===== src/rtl/heq_pkg.sv =====
package heq_pkg;

  localparam int MAX_PIXELS = 1048576;
  localparam int PIX_W      = 8;
  localparam int BINS       = 256;
  localparam int CNT_W      = $clog2(MAX_PIXELS + 1);
  // cdf*510 + total fits in CNT_W+9 bits
  localparam int NUM_W      = CNT_W + 9;
  localparam int QUO_W      = 8;
  localparam int STEP_W     = $clog2(QUO_W);

  typedef enum logic [1:0] {
    OP_COUNT = 2'd0,
    OP_BUILD = 2'd1,
    OP_MAP   = 2'd2,
    OP_CLEAR = 2'd3
  } op_t;

  typedef enum logic [2:0] {
    BLD_IDLE,
    BLD_READ,
    BLD_ACC,
    BLD_MUL,
    BLD_DIV
  } bld_state_t;

  typedef struct packed {
    logic             en;
    logic [PIX_W-1:0] addr;
    logic [PIX_W-1:0] data;
  } map_wr_t;

  typedef struct packed {
    logic [PIX_W-1:0] eq;
    logic             sat;
  } res_t;

endpackage


===== src/rtl/heq_outq.sv =====
module heq_outq import heq_pkg::*; (
  input  logic       clk,
  input  logic       rst_n,
  input  logic       push,
  input  res_t       push_data,
  input  logic       out_stall,
  output logic       out_valid,
  output res_t       out_data,
  output logic [1:0] occ
);

  res_t       ent_r [2];
  logic       wp_r, rp_r;
  logic [1:0] cnt_r;
  logic       pop;

  assign out_valid = (cnt_r != 2'd0);
  assign pop       = out_valid && !out_stall;
  assign out_data  = ent_r[rp_r];
  assign occ       = cnt_r;

  always_ff @(posedge clk) begin
    if (push) begin
      ent_r[wp_r] <= push_data;
    end
  end

  always_ff @(posedge clk) begin
    if (!rst_n) begin
      wp_r  <= 1'b0;
      rp_r  <= 1'b0;
      cnt_r <= 2'd0;
    end else begin
      wp_r  <= wp_r ^ push;
      rp_r  <= rp_r ^ pop;
      cnt_r <= cnt_r + {1'b0, push} - {1'b0, pop};
    end
  end

endmodule


===== config.mk =====
export PLATFORM = sky130hd
export DESIGN_NAME = heq_outq
export DESIGN_NICKNAME = d
export VERILOG_FILES = /design/src/rtl/heq_pkg.sv /design/src/rtl/heq_outq.sv
export SDC_FILE = /design/constraint.sdc
export NUM_CORES = 1
export LEC_CHECK = 0
export ABC_AREA = 0
export BUFFER_PORTS_ARGS = -buffer_cell sky130_fd_sc_hd__buf_2
export CAP_MARGIN = 15
export CORE_MARGIN = 2
export CORE_UTILIZATION = 53
export CTS_CLUSTER_SIZE = 20
export DETAILED_ROUTE_END_ITERATION = 16
export MAX_ROUTING_LAYER = met4
export PLACE_DENSITY = 0.93
export SYNTH_ARGS = -nofsm -noshare
export SYNTH_HDL_FRONTEND = slang
export SYNTH_SLANG_ARGS = --single-unit

===== constraint.sdc =====
create_clock -name clk -period 3.5 [get_ports clk]
set_input_delay 0.35 -clock clk [delete_from_list [all_inputs] [get_ports clk]]
set_output_delay 0.35 -clock clk [all_outputs]
set_load 0.01 [all_outputs]

==> out/metrics.cfg <==
[clock_network]
clk_pin_slew_worst_paths_ps=120
cts_hold_buf=0
root_buffer=clkbuf_4
cts_resized=0
cts_tree=yes
cts_setup_buffers=0
cts_buffers=3
clk_path_buf_depth=2
clkSinkCount=23
htreeDepth=1
clk_latency_ps=310

[power_and_ir_drop]
ir_drop_v=0.000373
p_total_uw=673
power.density_nw_per_um2=634
p_leak_nw=0.439

[global_routing]
grt_first_pass_wirelength_um=1930
antenna_found_initial=0
gr-total-overflow=0
track_usage_pct=14.4
grt_start_max_net_pins=14
grt_pass1_vias=504

[synth]
avgSynthCellArea_sq_um=18.0
syn-cell-area_sq_um=898
ys_seq_area_share_pct=71.3
synth_warnings=0
synth_cell_type_count=15
synth_seq_cells=23
syn_nets=67
synthCells=50

[finish]
fin_cells=93
n_antenna_cell=0
syn2layout_area_growth_pct=18.1
nets=95
drive_gt1_share_pct=51.9
fin_area_sq_um=1060

[critical_path]
ff2ff_path_depth=6
crit_chain=mux2_2 -> buf_2
cpMaxStageDelayCell=dfxtp_1
crit_type=flip-flop to output pin
slowest_delay_ps=570
arrival_ps=1400
critPathRequiredTime_ps=3150
critPathCaptureType=output pin
cp_max_fo=9
crit_path_start_kind=flip-flop
reg2reg_slack_ps=2030

[timing]
setup_tns_ps=0
fin_skew_ps=6.50
final.min_clock_period_ps=1750
period_share_pct=50.1
grt_setup_unrepaired=no
tightest_slew_ps=428
setup_ws_ps=1750
slew_headroom_pct=71.5
hold_viol=0
setup_viol=0
fmax_mhz=571
slew_viol_final=0

[routing]
wl_um=1220
wire_per_inst_um=13.1
vias_per_cell=5.09
drc=0
antenna_left=0
first_iter_violations=2
vias=473
first_pass_iters=4

[min_path]
holdPathStages=1
hold_class=input pin to flip-flop

[floorplan]
top_level_ports=25
core_sq_um=1540
start_util_pct=58.3
die_y_um=45.2
die_x_um=45.2
std_cell_rows=14
die_area_sq_um=2040

[placement]
dpl_cell_area_sq_um=1030
gp_congestion=0.639
numPortBuffers=24
place_hpwl_um=908
place_inst=89
post-place-ws_ps=1940

[flow_run]
cap_violations=0

[outcome]
status=complete, no violations

-- sequential cells by signal, summed over array words and instances, names as in the netlist, named ones only --
register  flops
occ           2
rp_r          1
wp_r          1
ent_r        18
-- critical path, delay by kind of cell (launching register included) --
family | cells | cell delay, ps
buffers and inverters | 1 | 140
muxes | 1 | 380
DFF | 1 | 570
-- through the flow --
stage / utilization [%] / hold WS, ps
2_1_floorplan: - / 449
3_3_place_gp: 67.0 / 467
3_5_place_dp: 67.0 / 477
4_1_cts: 68.8 / 220
5_1_grt: 68.8 / 207
6_report: 68.8 / 219
-- area by class of cell --
type	instances	area [sq um]
inverter	3	11.3
sequential	23	641
multi-input combinational	23	241
timing repair buffer	24	120
fill	122	480
clock buffer	3	22.5
clock inverter	1	5.00
tap	16	20.0
-- report_power, final --
group	internal [mW]	switching, mW	leakage [nW]
registers	0.329	0.0269	0.210
clock network	0.0427	0.0762	0.0177
logic	0.116	0.0831	0.211
total	0.487	0.186	0.439
-- logic make-up (layout without fill, tap and decap cells) --
kind of cell / count (synthesis) / after routing / share of synthesized area, %
compound gates: 1 / 1 / 1.11
mux: 11 / 11 / 13.5
fa+ha+maj: 4 / 4 / 5.57
simple gates: 6 / 6 / 4.18
xor+xnor: 1 / 1 / 2.51
flops: 23 / 23 / 71.3
buf+inv: 4 / 31 / 1.81
-- cells in the final DEF, fill, tap and decap left out --
master,Yosys,final
and2_1,1,1
buf_2,1,24
clkbuf_4,0,3
clkinv_2,0,1
dfxtp_1,5,5
edfxtp_1,18,18
ha_1,4,4
inv_1,3,3
mux2_2,9,9
mux2i_1,2,2
nand2_1,1,1
nand2b_1,1,1
nor2b_1,1,1
nor2b_2,1,1
o21ba_2,1,1
or2_2,1,1
xnor3_1,1,1
-- layer usage --
layer | GRT usage (%) | share of wire [%] | up-vias
met5 | - | 0 | -
met4 | 8.82 | 2.2 | 0
met3 | 4.40 | 8.2 | 4
met2 | 25.4 | 53 | 19
met1 | 13.2 | 37 | 213
li1 | - | - | 237
-- cell usage after synthesis (all sizes together) --
cell type,number,area share (%)
and2,1,0.70
buf,1,0.56
o21ba,1,1.1
nor2b,2,1.7
xnor3,1,2.5
mux2,9,11
edfxtp,18,60
ha,4,5.6
or2,1,0.70
dfxtp,5,11
nand2,1,0.42
nand2b,1,0.70
mux2i,2,2.2
inv,3,1.3
-- final timing paths --
kind / start / endpoint
hold reg to reg: rp_r / rp_r
setup reg to reg: occ[1] / occ[1]
hold / removal: push_data[6] / ent_r[1][6]
setup / recovery: flip-flop / out_data[2]
Power figures use the tool's default switching activity.
