`config.mk`:
```
export PLATFORM = sky130hd
export DESIGN_NAME = heq_builder
export DESIGN_NICKNAME = d
export VERILOG_FILES = /design/src/rtl/heq_pkg.sv /design/src/rtl/heq_builder.sv
export SDC_FILE = /design/constraint.sdc
export NUM_CORES = 1
export LEC_CHECK = 0
export BUFFER_PORTS_ARGS = -buffer_cell sky130_fd_sc_hd__buf_2
export CORE_MARGIN = 5
export CORE_UTILIZATION = 55
export CTS_BUF_LIST = sky130_fd_sc_hd__clkbuf_16
export DETAILED_ROUTE_END_ITERATION = 16
export GPL_TIMING_DRIVEN = 1
export HOLD_SLACK_MARGIN = 0.1
export PLACE_DENSITY = 0.84
export RECOVER_POWER = 25
export SYNTH_ARGS = -nofsm -noshare
export SYNTH_HDL_FRONTEND = slang
export SYNTH_SLANG_ARGS = --single-unit
```
`constraint.sdc`:
```
create_clock -name clk -period 12.4 [get_ports clk]
set_clock_uncertainty 0.2 [all_clocks]
set_input_delay 0.62 -clock clk [delete_from_list [all_inputs] [get_ports clk]]
set_output_delay 0.62 -clock clk [all_outputs]
set_load 0.01 [all_outputs]
```
`src/rtl/heq_pkg.sv`:
```
package heq_pkg;

  localparam int MAX_PIXELS = 1048576;
  localparam int PIX_W      = 8;
  localparam int BINS       = 256;
  localparam int CNT_W      = $clog2(MAX_PIXELS + 1);
  // cdf*510 + total fits in CNT_W+9 bits
  localparam int NUM_W      = CNT_W + 9;
  localparam int QUO_W      = 8;
  localparam int STEP_W     = $clog2(QUO_W);

  typedef enum logic [1:0] {
    OP_COUNT = 2'd0,
    OP_BUILD = 2'd1,
    OP_MAP   = 2'd2,
    OP_CLEAR = 2'd3
  } op_t;

  typedef enum logic [2:0] {
    BLD_IDLE,
    BLD_READ,
    BLD_ACC,
    BLD_MUL,
    BLD_DIV
  } bld_state_t;

  typedef struct packed {
    logic             en;
    logic [PIX_W-1:0] addr;
    logic [PIX_W-1:0] data;
  } map_wr_t;

  typedef struct packed {
    logic [PIX_W-1:0] eq;
    logic             sat;
  } res_t;

endpackage

```
`src/rtl/heq_builder.sv`:
```
module heq_builder import heq_pkg::*; (
  input  logic             clk,
  input  logic             rst_n,
  input  logic             start,
  input  logic [CNT_W-1:0] total,
  input  logic [CNT_W-1:0] bin_val,
  output logic             busy,
  output logic [PIX_W-1:0] bin_raddr,
  output map_wr_t          map_wr
);

  bld_state_t        state_r, state_nxt;
  logic [PIX_W-1:0]  g_r;
  logic [CNT_W-1:0]  run_r;
  logic [NUM_W-1:0]  rem_r;
  logic [QUO_W-1:0]  q_r;
  logic [STEP_W-1:0] step_r;

  logic [NUM_W-1:0]  dsh;
  logic              ge;
  logic [QUO_W-1:0]  q_nxt;
  logic              last_step;

  // restoring division, one quotient bit per cycle
  assign dsh       = NUM_W'({total, 1'b0}) << step_r;
  assign ge        = rem_r >= dsh;
  assign q_nxt     = {q_r[QUO_W-2:0], ge};
  assign last_step = (step_r == '0);

  always_comb begin
    state_nxt = state_r;
    case (state_r)
      BLD_IDLE: if (start) state_nxt = BLD_READ;
      BLD_READ: state_nxt = BLD_ACC;
      BLD_ACC:  state_nxt = BLD_MUL;
      BLD_MUL:  state_nxt = BLD_DIV;
      BLD_DIV: begin
        if (last_step) begin
          state_nxt = (g_r == PIX_W'(BINS - 1)) ? BLD_IDLE : BLD_READ;
        end
      end
      default:  state_nxt = BLD_IDLE;
    endcase
  end

  always_comb begin
    busy        = (state_r != BLD_IDLE);
    bin_raddr   = g_r;
    map_wr.en   = 1'b0;
    map_wr.addr = g_r;
    map_wr.data = (total == '0) ? '0 : q_nxt;
    case (state_r)
      BLD_DIV: map_wr.en = last_step;
      default: map_wr.en = 1'b0;
    endcase
  end

  always_ff @(posedge clk) begin
    if (!rst_n) begin
      state_r <= BLD_IDLE;
    end else begin
      state_r <= state_nxt;
    end
  end

  always_ff @(posedge clk) begin
    case (state_r)
      BLD_IDLE: begin
        g_r   <= '0;
        run_r <= '0;
      end
      BLD_ACC: run_r <= run_r + bin_val;
      BLD_MUL: begin
        // running*510 + total
        rem_r  <= (NUM_W'(run_r) << 9) - (NUM_W'(run_r) << 1) + NUM_W'(total);
        q_r    <= '0;
        step_r <= STEP_W'(QUO_W - 1);
      end
      BLD_DIV: begin
        if (ge) rem_r <= rem_r - dsh;
        q_r    <= q_nxt;
        step_r <= step_r - 1'b1;
        if (last_step) g_r <= g_r + 1'b1;
      end
      default: begin
      end
    endcase
  end

endmodule

```
==> qor.yml <==
status: "completed"
yosys_register_bits: 72
holdPathStages: 2
core_area_sq_um: 15000
maxSlewHeadroom: 0.167
finalCriticalPeriod_ns: 4.88
holdBufCountCts: 0
cellPowerDensity_nw_per_um2: 291
r2r-end: "rem_r[1]"
synth_cells: 965
yosysWarnings: 0
synth_cell_types: 70
num_antenna_cells: 0
port_buffers: 70
synth-seq-area-share: 0.257
cts.sinks: 72
vias: 7366
min_from: "rst_n"
setup_tns_ns: 0
r2r_setup_slack_ns: 7.70
root_buffer: "clkbuf_16"
post-synth-top-area-cell: "edfxtp_1"
fp.dieW_microns: 133
worst_slack_ns: 7.52
rows: 45
synth_edf_count: 69
hold_end: "state_r[2]"
hp-class: "input port to register"
end_kind: "output pin"
reg2reg_from: "step_r[0]"
p_leak_nw: 4.11
critPathLaunchType: "register"
finalSetupViolations: 0
dieArea_sq_um: 17700
finalWirelength_microns: 21400
crit_type: "register to output pin"
totalPowerFinal_mw: 2.65
yosysMostFrequentCell: "ha_1"
first_pass_iters: 7
drive_gt1_frac: 0.104
min_period_over_period: 0.394
place.gp.congestion: 0.957
grt_pass1_wl_microns: 34800
wl_per_cell_microns: 17.8
cts.reportedPaths.clkPinSlew_ns: 0.06
fill_cells: 1273
peakVddDrop_mv: 0.143
vias_per_cell: 6.11
grt_pass1_vias: 6933
detail-route-antenna-nets: 0
netlist_area_sq_um: 8310
fmax_ghz: 0.205
fin_util: 0.605
antenna_found_initial: 0
pre_cts_ws_ns: 7.77
ff2ff_path_depth: 15
area.growth.synth_to_final_pct: 9.42
cp.arrival_ns: 4.06
drv_cap: 0
htreeDepth: 3
cts_buffers: 9
clk_latency_ns: 0.35
synth_ff_type: "edfxtp_1"
grt_usage: 0.242
hold_viol: 0
grt_remaining_overflow: 0
post-cts-setup-buffers: 0
pin_count: 71
slew_violations: 0
syn_nets: 1113
worst-path-max-fanout: 32
synth_commonest_cells: "ha_1 (89), a21oi_1 (87), inv_1 (79), nor2_1 (79), nand2_1 (73)"
start_util: 0.553
rsz0062_at_grt: "no"
drt_iter0_markers: 724
die_h_microns: 133
ys_async_sr_fraction: 0
grt_max_degree: 37
drc_errors: 0
nets: 1160
dp_hpwl_microns: 16900
cts_tree: "yes"
cts_max_path_buffers: 2
syn_avg_cell_area_sq_um: 8.61
cts_resized: 0
synth_top_cell_area_share: 0.249
yosys-top-cells-area: "edfxtp_1 (25%), ha_1 (13%), a21oi_1 (5.2%), xnor2_1 (4.6%), mux2i_1 (3.7%)"
worst_slew_pin_slew_ns: 1.25
required_ns: 11.58
per-layer routing:
| layer | up-vias | GRT usage | part of all wire |
|---|---|---|---|
| li1 | 3628 | - | - |
| met1 | 3427 | 0.323 | 0.43 |
| met3 | 48 | 0.0297 | 0.065 |
| met2 | 263 | 0.402 | 0.47 |
| met5 | - | 0 | 0 |
| met4 | 0 | 0.0918 | 0.029 |
state kept, by name, indices dropped and copies added (netlist names):
| name | cells |
|---|---|
| rem_r | 30 |
| bin_raddr | 8 |
| run_r | 21 |
| step_r | 3 |
| q_r | 7 |
| state_r | 3 |
critical path: stages (launching register included):
cell	delay, ns
edfxtp_1	0.32
buf_4	0.36
mux2_2	0.40
nor2_1	0.10
a21oi_1	0.07
mux2i_1	0.20
ha_1	0.31
o21ai_1	0.11
a2111oi_0	0.41
o21ai_1	0.19
a31oi_1	0.28
o311ai_2	0.17
nand3_1	0.11
a211oi_1	0.09
nor4_1	0.38
buf_2	0.21
logic make-up after synthesis:
logic type | after synthesis | synth area share
adder cells (fa/ha/maj) | 103 | 0.168
AO/OA/AOI/OAI | 278 | 0.220
multiplexers | 41 | 0.0631
buffers and inverters | 121 | 0.0584
XOR/XNOR | 70 | 0.0738
flip-flops | 72 | 0.257
AND/OR/NAND/NOR | 280 | 0.160
per-stage QoR:
stage / std cells / hold slack [ns] / cell area [sq um]
after floorplan: 965 / 0.346 / 8310
after global placement: 1189 / 0.355 / 8770
after detailed placement: 1189 / 0.360 / 8770
after CTS: 1205 / 0.354 / 9110
after global routing: 1205 / 0.366 / 9090
final: 1205 / 0.362 / 9090
where the power goes:
group / internal [mW] / leakage [nW] / switching, mW
clock: 0.197 / 0.164 / 0.105
sequential: 0.431 / 0.693 / 0.0710
combinational: 0.761 / 3.25 / 1.09
placed cells by master (no fill, tap or decap), types with 14 or more instances in the layout:
cell       n
a21oi_1   87
buf_2     60
a211oi_1  16
ha_1      89
and3_1    17
nand2_1   73
edfxtp_1  69
inv_1     79
nor2_1    78
nor2b_1   17
nand3_1   23
mux2i_1   31
nor3_1    18
xor2_1    26
fa_1      14
a21o_1    31
xnor2_1   44
o21ai_0   52
worst max-delay path by stage:
stage	slack, ns	endpoint	cells past startpoint	start
floorplan	7.81	rem_r[10]	15	step_r[0]
CTS	7.56	map_wr[0]	15	step_r[0]
global route	7.16	map_wr[0]	15	step_r[0]
detailed placement	7.77	rem_r[4]	15	step_r[0]
finish	7.52	map_wr[0]	15	step_r[0]
global placement	7.92	rem_r[2]	13	total[3]
cell type report:
| type | count | area [sq um] | area share |
|---|---|---|---|
| flip-flops and latches | 72 | 2130 | 0.234 |
| repair buffers | 77 | 387 | 0.0425 |
| clock inverters | 7 | 119 | 0.0131 |
| multi-input cells | 772 | 5700 | 0.626 |
| inverters | 80 | 300 | 0.0330 |
| well taps | 188 | 235 | 0.0259 |
| clock buffers | 9 | 225 | 0.0248 |
No activity file was read; power rests on OpenSTA's default activity.
